[src/design/cka_pkg.sv]
package cka_pkg;

    localparam int PREP_STAGES = 3;
    localparam int DIV_W = 9;
    localparam int DIV_Q = 15;
    localparam int DIV_N = DIV_W + DIV_Q;
    localparam int LATENCY = PREP_STAGES + DIV_Q + 1 + DIV_Q + 1;

    typedef enum logic [2:0] {
        REG_HUE_LOW     = 3'd0,
        REG_HUE_HIGH    = 3'd1,
        REG_RAMP_LOW    = 3'd2,
        REG_RAMP_HIGH   = 3'd3,
        REG_SAT_LOW     = 3'd4,
        REG_VAL_LOW     = 3'd5,
        REG_SPILL_RED   = 3'd6,
        REG_SPILL_BLUE  = 3'd7
    } reg_idx_t;

    typedef struct packed {
        logic [8:0] hue_low;
        logic [8:0] hue_high;
        logic [8:0] ramp_low;
        logic [8:0] ramp_high;
        logic [8:0] sat_low;
        logic [7:0] val_low;
        logic [8:0] spill_red_weight;
        logic [8:0] spill_blue_weight;
    } cfg_t;

    localparam cfg_t CFG_RESET = '{
        hue_low: 9'd80,
        hue_high: 9'd150,
        ramp_low: 9'd40,
        ramp_high: 9'd180,
        sat_low: 9'd102,
        val_low: 8'd77,
        spill_red_weight: 9'd128,
        spill_blue_weight: 9'd128
    };

    // Pixel data riding along with a division; key_ok is the saturation and
    // value result, fixed marks an alpha that needs no quotient.
    typedef struct packed {
        logic [7:0] red;
        logic [7:0] green;
        logic [7:0] blue;
        logic       key_ok;
        logic       fixed;
    } side_t;

    // One restoring division step on the packed remainder and quotient word.
    function automatic logic [DIV_N-1:0] div_step(
        input logic [DIV_N-1:0] acc,
        input logic [DIV_W-1:0] den
    );
        logic [DIV_W:0] t;
        logic [DIV_W:0] dif;
        t = acc[DIV_N-1:DIV_Q-1];
        dif = t - {1'b0, den};
        if (!dif[DIV_W])
        begin
            return {dif[DIV_W-1:0], acc[DIV_Q-2:0], 1'b1};
        end
        return {t[DIV_W-1:0], acc[DIV_Q-2:0], 1'b0};
    endfunction

endpackage

[src/design/chroma_key_alpha_mask.sv]
// Chroma key with spill suppression. A pixel is taken at every clock edge at
// which start is high; busy is always low, so a new pixel may follow in every
// cycle. The result appears on the output ports with done high exactly 35
// cycles after the request was taken, in request order, and must be captured
// in that cycle because the block has no output stall. The latency is set by
// two 15-step pipelined dividers (hue, then alpha ramp) plus five register
// stages around them. Configuration is written through cfg_valid/cfg_ready,
// which is always ready, and should only change while no pixel is in flight.
module chroma_key_alpha_mask
    import cka_pkg::*;
(
    input  logic       clk,
    input  logic       rst_n,
    input  logic       start,
    output logic       busy,
    input  logic [7:0] red_in,
    input  logic [7:0] green_in,
    input  logic [7:0] blue_in,
    output logic       done,
    output logic [7:0] red_out,
    output logic [7:0] green_out,
    output logic [7:0] blue_out,
    output logic [7:0] alpha_out,
    input  logic       cfg_valid,
    output logic       cfg_ready,
    input  logic [2:0] cfg_index,
    input  logic [8:0] cfg_data
);

    cfg_t cfg_reg;

    logic             p_valid, h_valid, b_valid, a_valid;
    logic [DIV_N-1:0] p_num, b_num;
    logic [DIV_W-1:0] p_den, b_den;
    side_t            p_side, h_side, b_side, a_side;
    logic [DIV_Q-1:0] h_quo, a_quo;

    logic       done_reg;
    logic [7:0] red_reg, green_reg, blue_reg, alpha_reg;

    assign busy = 1'b0;
    assign cfg_ready = 1'b1;

    always_ff @(posedge clk or negedge rst_n)
    begin
        if (!rst_n)
        begin
            cfg_reg <= CFG_RESET;
        end
        else if (cfg_valid && cfg_ready)
        begin
            case (reg_idx_t'(cfg_index))
                REG_HUE_LOW:    cfg_reg.hue_low <= cfg_data;
                REG_HUE_HIGH:   cfg_reg.hue_high <= cfg_data;
                REG_RAMP_LOW:   cfg_reg.ramp_low <= cfg_data;
                REG_RAMP_HIGH:  cfg_reg.ramp_high <= cfg_data;
                REG_SAT_LOW:    cfg_reg.sat_low <= cfg_data;
                REG_VAL_LOW:    cfg_reg.val_low <= cfg_data[7:0];
                REG_SPILL_RED:  cfg_reg.spill_red_weight <= cfg_data;
                REG_SPILL_BLUE: cfg_reg.spill_blue_weight <= cfg_data;
                default: ;
            endcase
        end
    end

    cka_prep u_prep (
        .clk(clk), .rst_n(rst_n), .in_valid(start && !busy),
        .red(red_in), .green(green_in), .blue(blue_in), .cfg(cfg_reg),
        .out_valid(p_valid), .out_num(p_num), .out_den(p_den), .out_side(p_side)
    );

    cka_div_pipe u_hue_div (
        .clk(clk), .rst_n(rst_n), .in_valid(p_valid), .in_num(p_num),
        .in_den(p_den), .in_side(p_side),
        .out_valid(h_valid), .out_quo(h_quo), .out_side(h_side)
    );

    cka_band u_band (
        .clk(clk), .rst_n(rst_n), .in_valid(h_valid), .hue(h_quo),
        .in_side(h_side), .cfg(cfg_reg),
        .out_valid(b_valid), .out_num(b_num), .out_den(b_den), .out_side(b_side)
    );

    cka_div_pipe u_alpha_div (
        .clk(clk), .rst_n(rst_n), .in_valid(b_valid), .in_num(b_num),
        .in_den(b_den), .in_side(b_side),
        .out_valid(a_valid), .out_quo(a_quo), .out_side(a_side)
    );

    always_ff @(posedge clk or negedge rst_n)
    begin
        if (!rst_n)
        begin
            done_reg <= 1'b0;
        end
        else
        begin
            done_reg <= a_valid;
        end
    end

    always_ff @(posedge clk)
    begin
        red_reg   <= a_side.red;
        green_reg <= a_side.green;
        blue_reg  <= a_side.blue;
        if (a_side.fixed)
            alpha_reg <= a_side.key_ok ? 8'd0 : 8'd255;
        else
            alpha_reg <= a_quo[7:0];
    end

    assign done      = done_reg;
    assign red_out   = red_reg;
    assign green_out = green_reg;
    assign blue_out  = blue_reg;
    assign alpha_out = alpha_reg;

`ifndef SYNTH
    a_request_done: assert property (@(posedge clk) disable iff (!rst_n)
        (start && !busy) |-> ##LATENCY done)
        else $error("accepted request did not complete on time");
    a_no_spurious_done: assert property (@(posedge clk) disable iff (!rst_n)
        !start |-> ##LATENCY !done)
        else $error("result produced without a request");
    a_hue_range: assert property (@(posedge clk) disable iff (!rst_n)
        h_valid |-> (h_quo < 15'd23040))
        else $error("hue out of range");
`endif

endmodule

[src/design/cka_div_pipe.sv]
module cka_div_pipe
    import cka_pkg::*;
(
    input  logic             clk,
    input  logic             rst_n,
    input  logic             in_valid,
    input  logic [DIV_N-1:0] in_num,
    input  logic [DIV_W-1:0] in_den,
    input  side_t            in_side,
    output logic             out_valid,
    output logic [DIV_Q-1:0] out_quo,
    output side_t            out_side
);

    logic [DIV_Q-1:0] vld_reg;
    logic [DIV_N-1:0] acc_reg  [DIV_Q];
    logic [DIV_N-1:0] acc_next [DIV_Q];
    logic [DIV_W-1:0] den_reg  [DIV_Q];
    side_t            side_reg [DIV_Q];

    always_comb
    begin
        acc_next[0] = div_step(in_num, in_den);
        for (int k = 1; k < DIV_Q; k++)
        begin
            acc_next[k] = div_step(acc_reg[k-1], den_reg[k-1]);
        end
    end

    always_ff @(posedge clk or negedge rst_n)
    begin
        if (!rst_n)
        begin
            vld_reg <= '0;
        end
        else
        begin
            vld_reg <= {vld_reg[DIV_Q-2:0], in_valid};
        end
    end

    always_ff @(posedge clk)
    begin
        acc_reg[0]  <= acc_next[0];
        den_reg[0]  <= in_den;
        side_reg[0] <= in_side;
        for (int k = 1; k < DIV_Q; k++)
        begin
            acc_reg[k]  <= acc_next[k];
            den_reg[k]  <= den_reg[k-1];
            side_reg[k] <= side_reg[k-1];
        end
    end

    assign out_valid = vld_reg[DIV_Q-1];
    assign out_quo   = acc_reg[DIV_Q-1][DIV_Q-1:0];
    assign out_side  = side_reg[DIV_Q-1];

`ifndef SYNTH
    a_rem_below_den: assert property (@(posedge clk) disable iff (!rst_n)
        out_valid |-> (acc_reg[DIV_Q-1][DIV_N-1:DIV_Q] < den_reg[DIV_Q-1]))
        else $error("division remainder not below divisor");
`endif

endmodule

[src/design/cka_prep.sv]
module cka_prep
    import cka_pkg::*;
(
    input  logic             clk,
    input  logic             rst_n,
    input  logic             in_valid,
    input  logic [7:0]       red,
    input  logic [7:0]       green,
    input  logic [7:0]       blue,
    input  cfg_t             cfg,
    output logic             out_valid,
    output logic [DIV_N-1:0] out_num,
    output logic [DIV_W-1:0] out_den,
    output side_t            out_side
);

    logic        v1_reg, v2_reg, v3_reg;
    logic [7:0]  r1_reg, g1_reg, b1_reg;
    logic [7:0]  r2_reg, g2_reg, b2_reg;
    logic [7:0]  mx2_reg, delta2_reg;
    logic [10:0] n2_reg;
    logic [16:0] pr2_reg, pb2_reg;
    logic [DIV_N-1:0] num3_reg;
    logic [DIV_W-1:0] den3_reg;
    side_t       side3_reg;

    logic [7:0]  mx, mn, delta;
    logic [10:0] n;
    logic [22:0] num;
    logic        sat_ok, val_ok;
    logic [17:0] limit;
    logic [7:0]  gout;

    always_comb
    begin
        mx = r1_reg;
        mn = r1_reg;
        if (g1_reg > mx) mx = g1_reg;
        if (b1_reg > mx) mx = b1_reg;
        if (g1_reg < mn) mn = g1_reg;
        if (b1_reg < mn) mn = b1_reg;
        delta = mx - mn;
        if (r1_reg == mx)
        begin
            if (g1_reg >= b1_reg)
                n = 11'(g1_reg - b1_reg);
            else
                n = 11'(11'(delta) * 11'd6 - 11'(b1_reg - g1_reg));
        end
        else if (g1_reg == mx)
        begin
            n = 11'(11'({delta, 1'b0}) + 11'(b1_reg) - 11'(r1_reg));
        end
        else
        begin
            n = 11'(11'({delta, 2'b0}) + 11'(r1_reg) - 11'(g1_reg));
        end
    end

    always_comb
    begin
        num = 23'({n2_reg, 12'b0}) - 23'({n2_reg, 8'b0});
        if (mx2_reg == 8'd0)
            sat_ok = (cfg.sat_low == 9'd0);
        else
            sat_ok = (17'({delta2_reg, 8'b0}) >= 17'(cfg.sat_low * mx2_reg));
        val_ok = (mx2_reg >= cfg.val_low);
        limit = 18'(pr2_reg) + 18'(pb2_reg);
        if (18'({g2_reg, 8'b0}) > limit)
            gout = limit[15:8];
        else
            gout = g2_reg;
    end

    always_ff @(posedge clk or negedge rst_n)
    begin
        if (!rst_n)
        begin
            v1_reg <= 1'b0;
            v2_reg <= 1'b0;
            v3_reg <= 1'b0;
        end
        else
        begin
            v1_reg <= in_valid;
            v2_reg <= v1_reg;
            v3_reg <= v2_reg;
        end
    end

    always_ff @(posedge clk)
    begin
        r1_reg <= red;
        g1_reg <= green;
        b1_reg <= blue;
        r2_reg <= r1_reg;
        g2_reg <= g1_reg;
        b2_reg <= b1_reg;
        mx2_reg <= mx;
        delta2_reg <= delta;
        n2_reg <= (delta == 8'd0) ? 11'd0 : n;
        pr2_reg <= 17'(cfg.spill_red_weight * r1_reg);
        pb2_reg <= 17'(cfg.spill_blue_weight * b1_reg);
        num3_reg <= DIV_N'(num);
        den3_reg <= (delta2_reg == 8'd0) ? DIV_W'(1) : DIV_W'(delta2_reg);
        side3_reg <= '{red: r2_reg, green: gout, blue: b2_reg,
                       key_ok: sat_ok && val_ok, fixed: 1'b0};
    end

    assign out_valid = v3_reg;
    assign out_num   = num3_reg;
    assign out_den   = den3_reg;
    assign out_side  = side3_reg;

endmodule

[src/design/cka_band.sv]
module cka_band
    import cka_pkg::*;
(
    input  logic             clk,
    input  logic             rst_n,
    input  logic             in_valid,
    input  logic [DIV_Q-1:0] hue,
    input  side_t            in_side,
    input  cfg_t             cfg,
    output logic             out_valid,
    output logic [DIV_N-1:0] out_num,
    output logic [DIV_W-1:0] out_den,
    output side_t            out_side
);

    logic             v_reg;
    logic [DIV_N-1:0] num_reg;
    logic [DIV_W-1:0] den_reg;
    side_t            side_reg;

    logic [14:0] wl, wh, rl, rh, x;
    logic        hue_in, lower, upper;
    logic [22:0] prod;
    logic [8:0]  d;
    side_t       side;

    always_comb
    begin
        wl = {cfg.hue_low, 6'b0};
        wh = {cfg.hue_high, 6'b0};
        rl = {cfg.ramp_low, 6'b0};
        rh = {cfg.ramp_high, 6'b0};
        hue_in = (hue >= wl) && (hue <= wh);
        lower = (hue >= rl) && (hue < wl);
        upper = (hue > wh) && (hue <= rh);
        x = lower ? (wl - hue) : (hue - wh);
        d = lower ? (cfg.hue_low - cfg.ramp_low) : (cfg.ramp_high - cfg.hue_high);
        prod = 23'({x, 8'b0}) - 23'(x);
        side = in_side;
        side.fixed = 1'b0;
        if (hue_in)
        begin
            side.fixed = 1'b1;
        end
        else if (!lower && !upper)
        begin
            side.fixed = 1'b1;
            side.key_ok = 1'b0;
        end
    end

    always_ff @(posedge clk or negedge rst_n)
    begin
        if (!rst_n)
        begin
            v_reg <= 1'b0;
        end
        else
        begin
            v_reg <= in_valid;
        end
    end

    always_ff @(posedge clk)
    begin
        num_reg  <= side.fixed ? '0 : DIV_N'(prod[22:6]);
        den_reg  <= side.fixed ? DIV_W'(1) : d;
        side_reg <= side;
    end

    assign out_valid = v_reg;
    assign out_num   = num_reg;
    assign out_den   = den_reg;
    assign out_side  = side_reg;

endmodule
[config.mk]
export PLATFORM = sky130hd
export DESIGN_NAME = chroma_key_alpha_mask
export DESIGN_NICKNAME = d
export VERILOG_FILES = /design/src/design/cka_pkg.sv /design/src/design/chroma_key_alpha_mask.sv /design/src/design/cka_div_pipe.sv /design/src/design/cka_prep.sv /design/src/design/cka_band.sv
export SDC_FILE = /design/constraint.sdc
export NUM_CORES = 2
export LEC_CHECK = 0
export BUFFER_PORTS_ARGS = -buffer_cell sky130_fd_sc_hd__buf_2
export CELL_PAD_IN_SITES_DETAIL_PLACEMENT = 1
export CELL_PAD_IN_SITES_GLOBAL_PLACEMENT = 1
export CORE_UTILIZATION = 45
export CTS_BUF_LIST = sky130_fd_sc_hd__clkbuf_8 sky130_fd_sc_hd__clkbuf_16
export DETAILED_ROUTE_END_ITERATION = 12
export PLACE_DENSITY_LB_ADDON = 0.12
export SKIP_CTS_REPAIR_TIMING = 1
export SYNTH_ARGS = -nofsm -noshare
export SYNTH_HDL_FRONTEND = slang
export SYNTH_SLANG_ARGS = --single-unit
[constraint.sdc]
create_clock -name clk -period 25.4 [get_ports clk]
set_input_delay 1.27 -clock clk [delete_from_list [all_inputs] [get_ports clk]]
set_output_delay 1.27 -clock clk [all_outputs]
set_load 0.02 [all_outputs]
==> results.ini <==
[yosys]
synth_compound_gate_area_share_pct=8.012
synth_top_area_share_pct=52.84
synth_top_family_by_area=adder cells
synthFlopType=dfxtp_1
synth_seq_cells=1884
synthAdderAreaFrac_pct=15.38
synthSimpleGateAreaFrac_pct=6.305
netlist_area_sq_mm=0.06736
avgSynthCellArea_sq_um=11.97
ys_warn_count=0
synthArstFlopShare_pct=5.626
synth_cells=5629
synth-edff-count=0
synth_top_cell_by_area=dfxtp_1
synth.distinct_cells=92
synth_xor_area_share_pct=5.053
yosysSeqAreaShare_pct=56.82
synth_area_leaders=dfxtp_1 53%, ha_1 10%, fa_1 5.1%
synthMuxAreaShare_pct=4.434

[min_path]
whs_path_depth=0
hp-class=register to register
min_from=u_hue_div.side_reg[0][74]
min_to=u_hue_div.side_reg[0][100]

[die]
pin_count=75
initial_core_util_pct=45.45
die_w_microns=388.9
coreArea_sq_mm=0.1482
die_area_sq_mm=0.1512
die_h_microns=388.9
fp-row-count=141

[setup_path]
cp-start-kind=register
crit_required_ps=26000
r2r-start=u_prep.r1_reg[4]
slowest_stage=dfxtp_1
crit_type=register to register
ff2ff_setup_slack_ps=15030
crit_arrival_ps=10970
slowest_delay_ps=760
reg2regPathDepth=36
endpoint_kind=register
path_max_fanout=14
cp_common_cell=ha_1
r2r_end=u_prep.n2_reg[10]

[sta]
rsz0062_at_grt=no
finalCriticalPeriod_ps=10370
max_clock_freq_mhz=96.40
finalSetupTns_ps=0
max-slew-margin-rel_pct=23.00
finClkSkew_ps=104.8
hold_violations=0
setup_viol_count_final=0
slew_violations=0
period_share_pct=40.84
tightest_slew_ps=1147

[final_layout]
drive_gt1_share_pct=11.79
largest_register_ffs=390
final_common_cell=dfxtp_1
final_util_pct=51.76
areaGrowthSynthToFinish_pct=13.87
final_cell_mix=1778 x dfxtp_1, 646 x inv_1, 553 x ha_1
nNetsFinal=6597

[drt]
drc=0
final_antenna_net_count=0
wl_microns=132600
viasPerCell=4.770
wire_per_inst_microns=16.75
drt_iter0_drc=1187
first_pass_iters=5
dr_total_vias=37780

[clocking]
ctsHtreeMaxLevel=4
clkTransAtPathRegs_ps=60
cts_buffer_depth=3
cts.sinks=1884
clock_latency_ps=830
cts_tree=done
cts_root_buf=clkbuf_16
cts_buffers=186

[global_route]
grt_pass1_wl_microns=216600
grt.total_usage_pct=17.94
antenna_found_initial=11
grt_pass1_vias=41430
grt_max_degree=58
grt_overflow=0

[place]
gp_congestion=0.8200
hpwl_microns=96710
io_buffers=72

[run]
cap_violations=0

[outcome]
outcome=finished, final reports clean

area by class of cell:
cell class / count / area [sq um]
clock buffer: 231 / 5308
multi-input combinational: 3040 / 26430
clock inverter: 114 / 1351
tap: 1930 / 2415
fill: 15180 / 71490
timing repair buffer: 106 / 618.1
antenna: 1 / 2.502
sequential: 1884 / 38270
inverter: 614 / 2305
synth_stat cells, drive strengths merged (89+ instances only):
| cell type | instances |
|---|---|
| mux2 | 232 |
| o21ai | 185 |
| inv | 614 |
| nand2b | 94 |
| nand2 | 218 |
| nor2 | 151 |
| ha | 553 |
| a21oi | 226 |
| xor2 | 182 |
| dfxtp | 1778 |
| and2 | 141 |
| xnor2 | 203 |
| a21o | 262 |
| fa | 172 |
| clkbuf | 89 |
layer usage:
layer  GRT usage, %  routed length, microns
met5              0                      67
met4          5.691                    3683
met3          3.488                    4403
met2          31.68                   65250
met1          21.90                   59220
worst max-delay path, delay by kind of cell, from the launching register on:
family / cells / cell delay (ps)
AO/OA/AOI/OAI: 11 / 2760
AND/OR/NAND/NOR: 9 / 2660
adder cells (fa/ha/maj): 5 / 1450
multiplexers: 3 / 1050
buffers and inverters: 5 / 890
flip-flops: 1 / 760
XOR/XNOR: 3 / 610
per-stage QoR:
step | hold WS [ps] | worst slack [ps] | std cells | cell area (sq um)
5_1_grt | 237.2 | 14510 | 7919 | 76700
3_3_place_gp | 309.7 | 15290 | 7574 | 70040
2_1_floorplan | 309.6 | 17260 | 5632 | 67370
3_5_place_dp | 313.2 | 15120 | 7574 | 70040
6_report | 241.5 | 15030 | 7920 | 76700
4_1_cts | 233.6 | 15020 | 7919 | 76700
worst max path at each step:
| stage | start | endpoint | slack [ps] |
|---|---|---|---|
| detailed placement | u_prep.r1_reg[4] | u_prep.n2_reg[10] | 15120 |
| floorplan | u_prep.g1_reg[1] | u_prep.n2_reg[10] | 17260 |
| global placement | u_prep.r1_reg[1] | u_prep.n2_reg[10] | 15290 |
| CTS | u_prep.r1_reg[4] | u_prep.n2_reg[10] | 15020 |
| global route | u_prep.r1_reg[4] | u_prep.n2_reg[10] | 14510 |
| finish | u_prep.r1_reg[4] | u_prep.n2_reg[10] | 15030 |
kinds of logic after synthesis:
| group | Yosys count |
|---|---|
| compound gates | 835 |
| xor+xnor | 386 |
| fa+ha+maj | 725 |
| buf+inv | 708 |
| flops | 1884 |
| mux | 269 |
| other cells | 2 |
| simple gates | 820 |
Power is not shown: default switching activity piles up to over one toggle a cycle in this logic, so the estimate is an artifact.
